### src/hrfl_pkg.sv
// Shared constants, types and helpers for the hex record flash loader.
// No dependencies; the controller, datapath, top level and checker import this package.
package hrfl_pkg;

  localparam int FRAME_BYTES_DEF = 64;
  localparam int CFG_INDEX_W     = 2;

  localparam logic [CFG_INDEX_W-1:0] CFG_WINDOW_START = 2'd0;
  localparam logic [CFG_INDEX_W-1:0] CFG_WINDOW_END   = 2'd1;

  localparam logic [31:0] WINDOW_START_RST = 32'h0030_0000;
  localparam logic [31:0] WINDOW_END_RST   = 32'h0033_FFFF;

  localparam logic [7:0] START_MARK = 8'h3A;
  localparam logic [7:0] TYPE_DATA  = 8'h00;
  localparam logic [7:0] TYPE_END   = 8'h01;
  localparam logic [7:0] TYPE_BASE  = 8'h04;
  localparam logic [7:0] TYPE_ERASE = 8'h10;

  localparam logic [2:0] KIND_PROGRAM  = 3'd0;
  localparam logic [2:0] KIND_ADDR_ERR = 3'd1;
  localparam logic [2:0] KIND_SUM_ERR  = 3'd2;
  localparam logic [2:0] KIND_BASE     = 3'd3;
  localparam logic [2:0] KIND_ERASE    = 3'd4;
  localparam logic [2:0] KIND_RESET    = 3'd5;
  localparam logic [2:0] KIND_EMPTY    = 3'd6;

  typedef struct packed {
    logic byte_fire;
    logic single_load;
    logic words_init;
    logic rd_step;
    logic hi_latch;
    logic word_load;
    logic out_fire;
  } hrfl_cmd_t;

  typedef struct packed {
    logic done_single;
    logic done_words;
    logic last_shown;
  } hrfl_sts_t;

  function automatic logic out_of_window(input logic [31:0] addr,
                                         input logic [31:0] lo,
                                         input logic [31:0] hi);
    return (addr > hi) || (addr < lo);
  endfunction

endpackage

### src/hrfl_ram.sv
// Generic single-port-write, single-port-read RAM with registered read data.
// No dependencies.
module hrfl_ram #(
  parameter int WIDTH = 8,
  parameter int DEPTH = 64
) (
  input  logic                     clk,
  input  logic                     wr_en,
  input  logic [$clog2(DEPTH)-1:0] wr_addr,
  input  logic [WIDTH-1:0]         wr_data,
  input  logic [$clog2(DEPTH)-1:0] rd_addr,
  output logic [WIDTH-1:0]         rd_data
);

  logic [WIDTH-1:0] mem [DEPTH];
  logic [WIDTH-1:0] rd_data_r;

  always_ff @(posedge clk) begin
    if (wr_en) begin
      mem[wr_addr] <= wr_data;
    end
    rd_data_r <= mem[rd_addr];
  end

  assign rd_data = rd_data_r;

endmodule

### src/hrfl_ctrl.sv
// Controller of the loader: sequences byte reception, word readout and result beats.
// Depends on hrfl_pkg for the command and status structs.
module hrfl_ctrl
  import hrfl_pkg::*;
(
  input  logic      clk,
  input  logic      rst_n,
  input  logic      in_valid,
  output logic      in_ready,
  output logic      out_valid,
  input  logic      out_ready,
  input  hrfl_sts_t sts,
  output hrfl_cmd_t cmd
);

  typedef enum logic [4:0] {
    S_RECV  = 5'b00001,
    S_RD_HI = 5'b00010,
    S_RD_LO = 5'b00100,
    S_LOAD  = 5'b01000,
    S_OUT   = 5'b10000
  } state_t;

  state_t state_r, state_nxt;

  always_comb begin
    cmd             = '0;
    cmd.byte_fire   = (state_r == S_RECV) && in_valid;
    cmd.single_load = cmd.byte_fire && sts.done_single;
    cmd.words_init  = cmd.byte_fire && sts.done_words;
    cmd.rd_step     = (state_r == S_RD_HI) || (state_r == S_RD_LO);
    cmd.hi_latch    = (state_r == S_RD_LO);
    cmd.word_load   = (state_r == S_LOAD);
    cmd.out_fire    = (state_r == S_OUT) && out_ready;
  end

  always_comb begin
    state_nxt = state_r;
    unique case (state_r)
      S_RECV: begin
        if (cmd.single_load) begin
          state_nxt = S_OUT;
        end else if (cmd.words_init) begin
          state_nxt = S_RD_HI;
        end
      end
      S_RD_HI: state_nxt = S_RD_LO;
      S_RD_LO: state_nxt = S_LOAD;
      S_LOAD:  state_nxt = S_OUT;
      S_OUT: begin
        if (out_ready) begin
          state_nxt = sts.last_shown ? S_RECV : S_RD_HI;
        end
      end
      default: state_nxt = S_RECV;
    endcase
  end

  always_ff @(posedge clk) begin
    if (!rst_n) begin
      state_r <= S_RECV;
    end else begin
      state_r <= state_nxt;
    end
  end

  assign in_ready  = (state_r == S_RECV);
  assign out_valid = (state_r == S_OUT);

endmodule

### src/hrfl_dpath.sv
// Datapath of the loader: header capture, running checksum, frame store,
// record decision, window registers and the result register.
// Depends on hrfl_pkg and hrfl_ram.
module hrfl_dpath
  import hrfl_pkg::*;
#(
  parameter int FRAME_BYTES = FRAME_BYTES_DEF
) (
  input  logic                   clk,
  input  logic                   rst_n,
  input  logic [7:0]             in_rx_byte,
  input  logic                   cfg_we,
  input  logic [CFG_INDEX_W-1:0] cfg_index,
  input  logic [31:0]            cfg_data,
  input  hrfl_cmd_t              cmd,
  output hrfl_sts_t              sts,
  output logic [2:0]             out_kind,
  output logic [31:0]            out_word_address,
  output logic [15:0]            out_data_word,
  output logic                   out_last
);

  localparam int IDX_W  = $clog2(FRAME_BYTES + 1);
  localparam int ADDR_W = $clog2(FRAME_BYTES);
  localparam int CMP_W  = (IDX_W > 9) ? IDX_W : 9;

  logic [IDX_W-1:0]  idx_r, idx_nxt, idx_inc;
  logic [7:0]        len_r, offh_r, offl_r, type_r, sum_r, b5_r, b6_r, hi_r;
  logic [15:0]       upper_r;
  logic [31:0]       win_start_r, win_end_r;
  logic [31:0]       waddr_r;
  logic [ADDR_W-1:0] rptr_r;
  logic [IDX_W-1:0]  wleft_r;
  logic [2:0]        kind_r;
  logic [31:0]       addr_r;
  logic [15:0]       data_r;
  logic              last_r;

  logic              at_start, in_head, at_type, in_body, type_ok, rec_done;
  logic [CMP_W-1:0]  need_len;
  logic [7:0]        sum_neg, base_hi, base_lo, rd_data;
  logic              sum_ok;
  logic [31:0]       start_addr, base_addr;
  logic [6:0]        words;
  logic              do_single, do_words, set_base;
  logic [2:0]        sgl_kind;
  logic [31:0]       sgl_addr;

  assign at_start = (idx_r == '0);
  assign in_head  = !at_start && (idx_r < IDX_W'(4));
  assign at_type  = (idx_r == IDX_W'(4));
  assign in_body  = (idx_r > IDX_W'(4));
  assign idx_inc  = idx_r + 1'b1;
  assign type_ok  = (in_rx_byte == TYPE_DATA) || (in_rx_byte == TYPE_END) ||
                    (in_rx_byte == TYPE_BASE) || (in_rx_byte == TYPE_ERASE);
  assign need_len = CMP_W'(len_r) + CMP_W'(6);
  assign rec_done = in_body && (need_len == CMP_W'(idx_inc));

  always_comb begin
    idx_nxt = idx_r;
    if (cmd.byte_fire) begin
      priority if (at_start) begin
        if (in_rx_byte == START_MARK) idx_nxt = IDX_W'(1);
      end else if (in_head) begin
        idx_nxt = idx_inc;
      end else if (at_type) begin
        idx_nxt = type_ok ? IDX_W'(5) : '0;
      end else if (rec_done) begin
        idx_nxt = '0;
      end else if (idx_inc >= IDX_W'(FRAME_BYTES)) begin
        idx_nxt = '0;
      end else begin
        idx_nxt = idx_inc;
      end
    end
  end

  assign sum_neg    = ~sum_r + 8'd1;
  assign sum_ok     = (sum_neg == in_rx_byte);
  assign start_addr = {upper_r, offh_r, offl_r};
  assign base_hi    = (len_r >= 8'd1) ? b5_r : 8'd0;
  assign base_lo    = (len_r >= 8'd2) ? b6_r : 8'd0;
  assign base_addr  = {base_hi, base_lo, 16'h0000};
  assign words      = len_r[7:1];

  always_comb begin
    do_single = 1'b0;
    do_words  = 1'b0;
    set_base  = 1'b0;
    sgl_kind  = KIND_SUM_ERR;
    sgl_addr  = '0;
    if (!sum_ok) begin
      do_single = 1'b1;
    end else begin
      unique case (type_r)
        TYPE_DATA: begin
          if (out_of_window(start_addr, win_start_r, win_end_r)) begin
            do_single = 1'b1;
            sgl_kind  = KIND_ADDR_ERR;
            sgl_addr  = start_addr;
          end else if (words == '0) begin
            do_single = 1'b1;
            sgl_kind  = KIND_EMPTY;
          end else begin
            do_words = 1'b1;
          end
        end
        TYPE_BASE: begin
          do_single = 1'b1;
          set_base  = 1'b1;
          sgl_addr  = base_addr;
          sgl_kind  = out_of_window(base_addr, win_start_r, win_end_r) ?
                      KIND_ADDR_ERR : KIND_BASE;
        end
        TYPE_END: begin
          do_single = 1'b1;
          sgl_kind  = KIND_RESET;
        end
        TYPE_ERASE: begin
          do_single = 1'b1;
          sgl_kind  = KIND_ERASE;
        end
        default: begin
          do_single = 1'b0;
        end
      endcase
    end
  end

  assign sts.done_single = rec_done && do_single;
  assign sts.done_words  = rec_done && do_words;
  assign sts.last_shown  = last_r;

  hrfl_ram #(
    .WIDTH(8),
    .DEPTH(FRAME_BYTES)
  ) u_store (
    .clk    (clk),
    .wr_en  (cmd.byte_fire && in_body),
    .wr_addr(idx_r[ADDR_W-1:0]),
    .wr_data(in_rx_byte),
    .rd_addr(rptr_r),
    .rd_data(rd_data)
  );

  always_ff @(posedge clk) begin
    if (!rst_n) begin
      idx_r       <= '0;
      upper_r     <= '0;
      win_start_r <= WINDOW_START_RST;
      win_end_r   <= WINDOW_END_RST;
    end else begin
      idx_r <= idx_nxt;
      if (cmd.single_load && set_base) begin
        upper_r <= {base_hi, base_lo};
      end
      if (cfg_we) begin
        priority if (cfg_index == CFG_WINDOW_START) begin
          win_start_r <= cfg_data;
        end else if (cfg_index == CFG_WINDOW_END) begin
          win_end_r <= cfg_data;
        end
      end
    end
  end

  always_ff @(posedge clk) begin
    if (cmd.byte_fire) begin
      if (at_start) begin
        sum_r <= '0;
      end else begin
        sum_r <= sum_r + in_rx_byte;
      end
      if (idx_r == IDX_W'(1)) len_r  <= in_rx_byte;
      if (idx_r == IDX_W'(2)) offh_r <= in_rx_byte;
      if (idx_r == IDX_W'(3)) offl_r <= in_rx_byte;
      if (at_type)            type_r <= in_rx_byte;
      if (idx_r == IDX_W'(5)) b5_r   <= in_rx_byte;
      if (idx_r == IDX_W'(6)) b6_r   <= in_rx_byte;
    end
    if (cmd.words_init) begin
      waddr_r <= start_addr;
      rptr_r  <= ADDR_W'(5);
      wleft_r <= IDX_W'(words);
    end else begin
      if (cmd.rd_step) rptr_r <= rptr_r + 1'b1;
      if (cmd.out_fire) begin
        waddr_r <= waddr_r + 32'd1;
        wleft_r <= wleft_r - 1'b1;
      end
    end
    if (cmd.hi_latch) hi_r <= rd_data;
    if (cmd.single_load) begin
      kind_r <= sgl_kind;
      addr_r <= sgl_addr;
      data_r <= '0;
      last_r <= 1'b1;
    end else if (cmd.word_load) begin
      kind_r <= KIND_PROGRAM;
      addr_r <= waddr_r;
      data_r <= {hi_r, rd_data};
      last_r <= (wleft_r == IDX_W'(1));
    end
  end

  assign out_kind         = kind_r;
  assign out_word_address = addr_r;
  assign out_data_word    = data_r;
  assign out_last         = last_r;

endmodule

### src/hex_record_flash_loader_unit.sv
// Hex record flash loader: top level joining controller and datapath; depends on hrfl_pkg.
// A checksum error, address error, base, erase, reset or empty-data result shows the
// cycle after the checksum beat. Data records step through the read-high, read-low and
// load states before each word beat, and go back to read-high after each taken beat
// that is not the last; input is held off until the last result beat is taken.
// Reset: synchronous, active low; clears reception and upper address, loads window defaults.
module hex_record_flash_loader_unit
  import hrfl_pkg::*;
#(
  parameter int FRAME_BYTES = FRAME_BYTES_DEF
) (
  input  logic                   clk,
  input  logic                   rst_n,
  input  logic                   in_valid,
  output logic                   in_ready,
  input  logic [7:0]             in_rx_byte,
  output logic                   out_valid,
  input  logic                   out_ready,
  output logic [2:0]             out_kind,
  output logic [31:0]            out_word_address,
  output logic [15:0]            out_data_word,
  output logic                   out_last,
  input  logic                   cfg_we,
  input  logic [CFG_INDEX_W-1:0] cfg_index,
  input  logic [31:0]            cfg_data
);

  hrfl_cmd_t cmd;
  hrfl_sts_t sts;

  hrfl_ctrl u_ctrl (
    .clk      (clk),
    .rst_n    (rst_n),
    .in_valid (in_valid),
    .in_ready (in_ready),
    .out_valid(out_valid),
    .out_ready(out_ready),
    .sts      (sts),
    .cmd      (cmd)
  );

  hrfl_dpath #(
    .FRAME_BYTES(FRAME_BYTES)
  ) u_dpath (
    .clk             (clk),
    .rst_n           (rst_n),
    .in_rx_byte      (in_rx_byte),
    .cfg_we          (cfg_we),
    .cfg_index       (cfg_index),
    .cfg_data        (cfg_data),
    .cmd             (cmd),
    .sts             (sts),
    .out_kind        (out_kind),
    .out_word_address(out_word_address),
    .out_data_word   (out_data_word),
    .out_last        (out_last)
  );

endmodule

### config.mk
export PLATFORM = sky130hd
export DESIGN_NAME = hex_record_flash_loader_unit
export DESIGN_NICKNAME = d
export VERILOG_FILES = /design/src/hrfl_pkg.sv /design/src/hrfl_ram.sv /design/src/hrfl_ctrl.sv /design/src/hrfl_dpath.sv /design/src/hex_record_flash_loader_unit.sv
export SDC_FILE = /design/constraint.sdc
export NUM_CORES = 1
export LEC_CHECK = 0
export BUFFER_PORTS_ARGS = -buffer_cell sky130_fd_sc_hd__clkbuf_2
export CAP_MARGIN = 10
export CORE_MARGIN = 3
export CORE_UTILIZATION = 40
export DETAILED_ROUTE_END_ITERATION = 12
export GPL_ROUTABILITY_DRIVEN = 0
export HOLD_SLACK_MARGIN = 0.08
export PLACE_DENSITY = 0.54
export SYNTH_ARGS = -nofsm -noshare
export SYNTH_HDL_FRONTEND = slang
export SYNTH_SLANG_ARGS = --single-unit
### constraint.sdc
create_clock -name clk -period 10.2 [get_ports clk]
set_input_delay 0 -clock clk [delete_from_list [all_inputs] [get_ports clk]]
set_output_delay 0 -clock clk [all_outputs]
set_load 0.05 [all_outputs]
## After elaboration in Yosys (flattened, before gate mapping)

Memories as Yosys holds them, arrays and structs flattened. A register that Yosys moved wholly into a read port is not among the register bits.
Cells that the tools add are included.

| cells by class | value |
|---|---|
| add/sub/neg operators | 7 |
| multiply operators | 0 |
| div/mod/pow operators | 0 |
| magnitude comparators | 9 |
| equal/unequal tests | 25 |
| shift-type cells | 0 |
| mux-type cells | 42 |
| bitwise gates (word level) | 2 |
| reduce and logical (&&, ||, !) cells | 35 |

Operators by type and width:

| cell | count |
|---|---|
| $mux 32 | 6 |
| $gt 32x32->1 | 2 |
| $lt 32x32->1 | 2 |
| $pmux 32 s2 | 1 |
| $mux 7 | 8 |
| $add 32x1->32 const B | 1 |
| $pmux 5 s5 | 1 |
| $eq 7x3->1 const B | 3 |
| $mux 3 | 6 |
| $reduce_and 2->1 | 9 |
| $eq 8x1->1 const B | 2 |
| $eq 8x3->1 const B | 2 |
| $eq 8x5->1 const B | 2 |
| $logic_not 8->1 | 2 |
| $mux 8 | 2 |
| $mux 5 | 3 |
| $eq 7x1->1 const B | 2 |
| $eq 7x2->1 const B | 2 |
| $logic_not 7->1 | 2 |
| $pmux 3 s4 | 1 |
| $mux 1 | 11 |
| $logic_and 1x1->1 | 10 |
| $add 8x3->9 const B | 1 |
| $eq 9x7->1 | 1 |
| 31 further kinds | 38 |

| word-level totals | value |
|---|---|
| bits in registers | 253 |
| latch bits | 0 |
| memory bits (writable) | 512 |
| memory bits (read-only) | 0 |
| input port bits | 47 |
| output and inout port bits | 54 |
| logic and storage cells | 141 |
| memories | 1 |

Memories:

| memory | words | width | read ports | clocked after memory_dff | write ports | line | source |
|---|---|---|---|---|---|---|---|
| u_dpath.u_store.mem | 64 | 8 | 1 | 1 | 1 | hrfl_ram.sv:15 | `logic [WIDTH-1:0] mem [DEPTH];` |

## Depth between registers and ports, before layout

| logic depth | value |
|---|---|
| depth after elaboration | 10 |
| depth in mapped cells | 14 |
| mapped depth without buffers | 14 |

## Modules after synthesis

A second synthesis with hierarchy kept.

| second synthesis, totals | value |
|---|---|
| cell total of the unflattened synthesis | 2311 |
| area total of the unflattened synthesis | 33906.3 µm² |

By module, submodules not included:

| module | instances | cells each | area each (µm²) | sequential area each (µm²) |
|---|---|---|---|---|
| hrfl_ram | 1 | 940 | 20166.8 | 15534.9 |
| hrfl_dpath | 1 | 1327 | 13380.3 | 6346.1 |
| hrfl_ctrl | 1 | 44 | 359.1 | 100.1 |

## Worst setup path after synthesis

No wires, ideal clock.

| timing path | value |
|---|---|
| path type | register to register |
| start | register u_ctrl.state_r[1] |
| end | register u_dpath.waddr_r[0] (enable) |
| setup time | 0.490 ns |
| arrival | 4.160 ns |
| required time | 9.710 ns |
| setup slack | 5.551 ns |
| stages on the path, launching flop included | 11 |
| path buffers | 2 |
| clock period less this slack | 4.649 ns |
| cell sequence | dfxtp_1 > nor4_1 > and2_1 > nand2_1 > inv_1 > nand3_1 > or3_1 > or4_1 > buf_2 > buf_2 > o21ai_0 |

RTL lines:

| element | line | source |
|---|---|---|
| start, declared | hrfl_ctrl.sv:24 | `state_t state_r, state_nxt;` |
| start signal, assigned | hrfl_ctrl.sv:63 | `state_r <= state_nxt;` |
| end signal, assigned | hrfl_dpath.sv:182 | `waddr_r <= start_addr;` |
| end signal, assigned | hrfl_dpath.sv:188 | `waddr_r <= waddr_r + 32'd1;` |
| end, declared | hrfl_dpath.sv:31 | `logic [31:0] waddr_r;` |

## Worst setup path after layout

| timing path | value |
|---|---|
| start | register u_dpath.offh_r[1] |
| end | register u_dpath.waddr_r[11] (enable) |

| on the way | value |
|---|---|
| word-level cells in the longest chain between the ends | 8 |
| elaborated cells on any way between the ends | 9 |
| those cells by class | order compare: 2; mux: 3; reduce/logical: 4 |

RTL lines:

| element | line | source |
|---|---|---|
| start, declared | hrfl_dpath.sv:28 | `logic [7:0] len_r, offh_r, offl_r, type_r, sum_r, b5_r, b6_r, hi_r;` |
| start signal, assigned | hrfl_dpath.sv:175 | `if (idx_r == IDX_W'(2)) offh_r <= in_rx_byte;` |
| $gt 32x32->1 or $lt 32x32->1 (tied branches) | hrfl_pkg.sv:47 | `return (addr > hi) \|\| (addr < lo);` |
| $logic_or 1x1->1 (*) | hrfl_pkg.sv:47 |  |
| $mux 1 (*) | hrfl_dpath.sv:97 | `if (out_of_window(start_addr, win_start_r, win_end_r)) begin` |
| $mux 1 (*) | hrfl_dpath.sv:95 | `unique case (type_r)` |
| $mux 1 (*) | hrfl_dpath.sv:92 | `if (!sum_ok) begin` |
| $logic_and 1x1->1 (*) | hrfl_dpath.sv:131 | `assign sts.done_words = rec_done && do_words;` |
| $logic_and 1x1->1 (*) | hrfl_ctrl.sv:30 | `cmd.words_init = cmd.byte_fire && sts.done_words;` |
| $reduce_bool 2->1 (no source line) (*) | - |  |

Mark *: on every way between the ends. The rest lies on a longest branch, timed or not.
A chain may end at the register's enable or synchronous reset.

==> metrics.txt <==
share of layout cells above drive strength 1=0.186; Clock Latency Late Sink=640 ps; Core Region=~83000 µm²; Die Area=87200 µm²; Synth Register Bits=773; CP Launch Type=register; PD cells=174 nW/µm²; htree depth=3; Sum Neg Setup Slack=0 ps; maximum VDD drop=about 0.12 mV; Sequential Power Share=0.517; Die Ht=295 µm; synthesized area per cell=~15 µm²; Rows=105; NumNets Final=2500; RSZ-0062 raised after global routing=no; ANT cells=0; Root Buffer=clkbuf_16; fin crit period=4630 ps; DP Worst Slack=5560 ps; Worst R2R Path Depth=10; Finished Layout Cells=3477; kind of end point of the critical path=register; top_reg_cell synth=edfxtp_1; Ports=101; most common cell after layout, fill and taps aside=edfxtp_1; synthesized area=33500 µm²; Crit path required time=10470 ps; DP Cell Count=around 3300; Initial Util=0.406; PortBufs=100; hold-fix buffers at CTS=54; Initial DRC Count=between 1000 and 1500; DRT antenna net count=0; Worst Path Max Fanout=83; worst path arrival time=roughly 5000 ps; final period utilization=0.453; Total Wirelength=84.7 mm; cts bufs inserted=between 80 and 90; Hold Crit Depth=4; Synthesized Nets=2332; via count=around 19000; gate count of the mapped netlist=2172; switch share=0.213; area leader, netlist=edfxtp_1; Slew @ Worst Pin=1070 ps; Max-slew headroom=0.283; Slew Viols, Final=0; Seq/Total Area, Yosys=0.657; synth warn=0; Clock Skews=20.7 ps; Area growth, synth to finish=14.6%; Max Clock Freq=216 MHz; Clk pwr share=0.444; Post-synth EDFFs=650; GRT Overall Usage=0.194; Pwr Total=6.66 mW; First-pass DRT Iterations=5; Routed wire per std cell=approximately 24 µm; status=completed; Final WS setup=5570 ps; Logic pwr share=0.039; detailed-route DRC error count=0; hpwl dp=55.9 mm; Setup violations, final=0; CTS tree=built; largest cells by area after synthesis=edfxtp_1 58%, mux4_2 11%, dfxtp_1 7.4%; Clock Tree Buf Depth=3; Fill cells=7123; leakage=13.1 nW; crit path kind=reg2reg; initial antenna violation count=5; clock transition at the registers of the reported paths=60 ps; Yosys cell types=69; Max Cap Viol=0; vias in the first global route=a little under 20000; Resized Gates After CTS=0; class of the tightest hold or removal check=in2reg; Util after Layout=0.465; global route overflow=0; post-CTS setup buffer count=0; Pint=5.24 mW; Clock Sink Count=between 700 and 800; commonest cells after routing, fill and taps aside=650 x edfxtp_1, 168 x mux4_2, 165 x nand2_1; Yosys top cell area share=0.583; largest net degree at the start of global routing=93; Psw=1.42 mW; first-pass GRT wire length=~130 mm; Fin. Hold Viols=0; FFs w/ async S/R, synth=0; die width=295 µm; via/cell ratio=5.56
critical path: stages, from the launching register on:
cell and delay (ps):
edfxtp_1 470, ha_1 340, nand4_1 200, nor4_1 730, nand3_1 180, a22oi_1 200
o21ai_0 260, or4_2 730, buf_4 390, o21ai_4 250, buf_4 470
registers in the layout, summed over array words and instances (netlist names):
name and count:
u_dpath.u_store.mem 512, u_dpath.out_word_address 32, u_dpath.waddr_r 32, u_dpath.win_end_r 32
u_dpath.win_start_r 32, u_dpath.out_data_word 16, u_dpath.upper_r 16, u_dpath.b5_r 8
u_dpath.b6_r 8, u_dpath.hi_r 8, u_dpath.len_r 8, u_dpath.offh_r 8
u_dpath.offl_r 8, u_dpath.sum_r 8, u_dpath.type_r 8, u_dpath.u_store.rd_data 8
u_dpath.idx_r 7, u_dpath.wleft_r 7, u_dpath.rptr_r 6, u_ctrl.state_r 5
u_dpath.out_kind 3, u_dpath.out_last 1
power groups by stage:
stage	registers, mW	logic (mW)	clock network, mW
after floorplan	3.50	0.139	0
after global placement	3.51	0.243	0
after detailed placement	3.51	0.247	0
after CTS	3.44	0.264	3.01
after global routing	3.44	0.282	3.14
final	3.44	0.259	2.96
cell usage after synthesis, types with 34 or more instances:
library cell,instances
ha_1,112
inv_1,88
mux4_2,168
a21oi_1,80
nand3_1,37
clkbuf_1,58
nor2_1,140
dfxtp_1,123
a21boi_0,48
and2_1,78
edfxtp_1,650
nand2_1,165
xor2_1,34
cells by family after synthesis:
| group | count (synthesis) | synth area share |
|---|---|---|
| adders and majority gates | 114 | 0.0428 |
| and+or+nand+nor | 553 | 0.0813 |
| muxes | 190 | 0.120 |
| AOI/OAI and AO/OA | 289 | 0.0596 |
| xor gates and xnor gates | 67 | 0.0175 |
| buffers and inverters | 186 | 0.0216 |
| DFF | 773 | 0.657 |
final cells by class:
type / instances / area (µm²) / share of cell area
clock buffers: 110 / 2250 / 0.0587
clock inverters: 41 / 399 / 0.0104
inverters: 88 / 330 / 0.00861
multi-input cells: 1213 / 10800 / 0.282
flip-flops and latches: 773 / 22000 / 0.573
well taps: 1070 / 1340 / 0.0349
repair buffers: 182 / 1250 / 0.0326
metrics by stage:
stage	area [µm²]	hold slack [ps]
after CTS	38400	130
after floorplan	33500	98.9
after global routing	38400	183
after global placement	35200	242
final	38400	156
after detailed placement	35200	251
final timing paths:
path	start	end	slack (ps)
worst max-delay path	u_dpath.offh_r[1]	u_dpath.waddr_r[11]	5570
worst min-delay path	cfg_data[21]	u_dpath.win_end_r[21]	160
worst max register to register	u_dpath.offh_r[1]	u_dpath.waddr_r[11]	5570
worst min register to register	u_dpath.u_store.rd_data[4]	u_dpath.hi_r[4]	430
per-layer routing:
metal / GRT usage / part of all wire
met4: 0.0722 / 0.036
met5: 0 / 0.00034
met3: 0.0309 / 0.047
met1: 0.258 / 0.43
met2: 0.324 / 0.49
(Power assumes the default switching activity.)
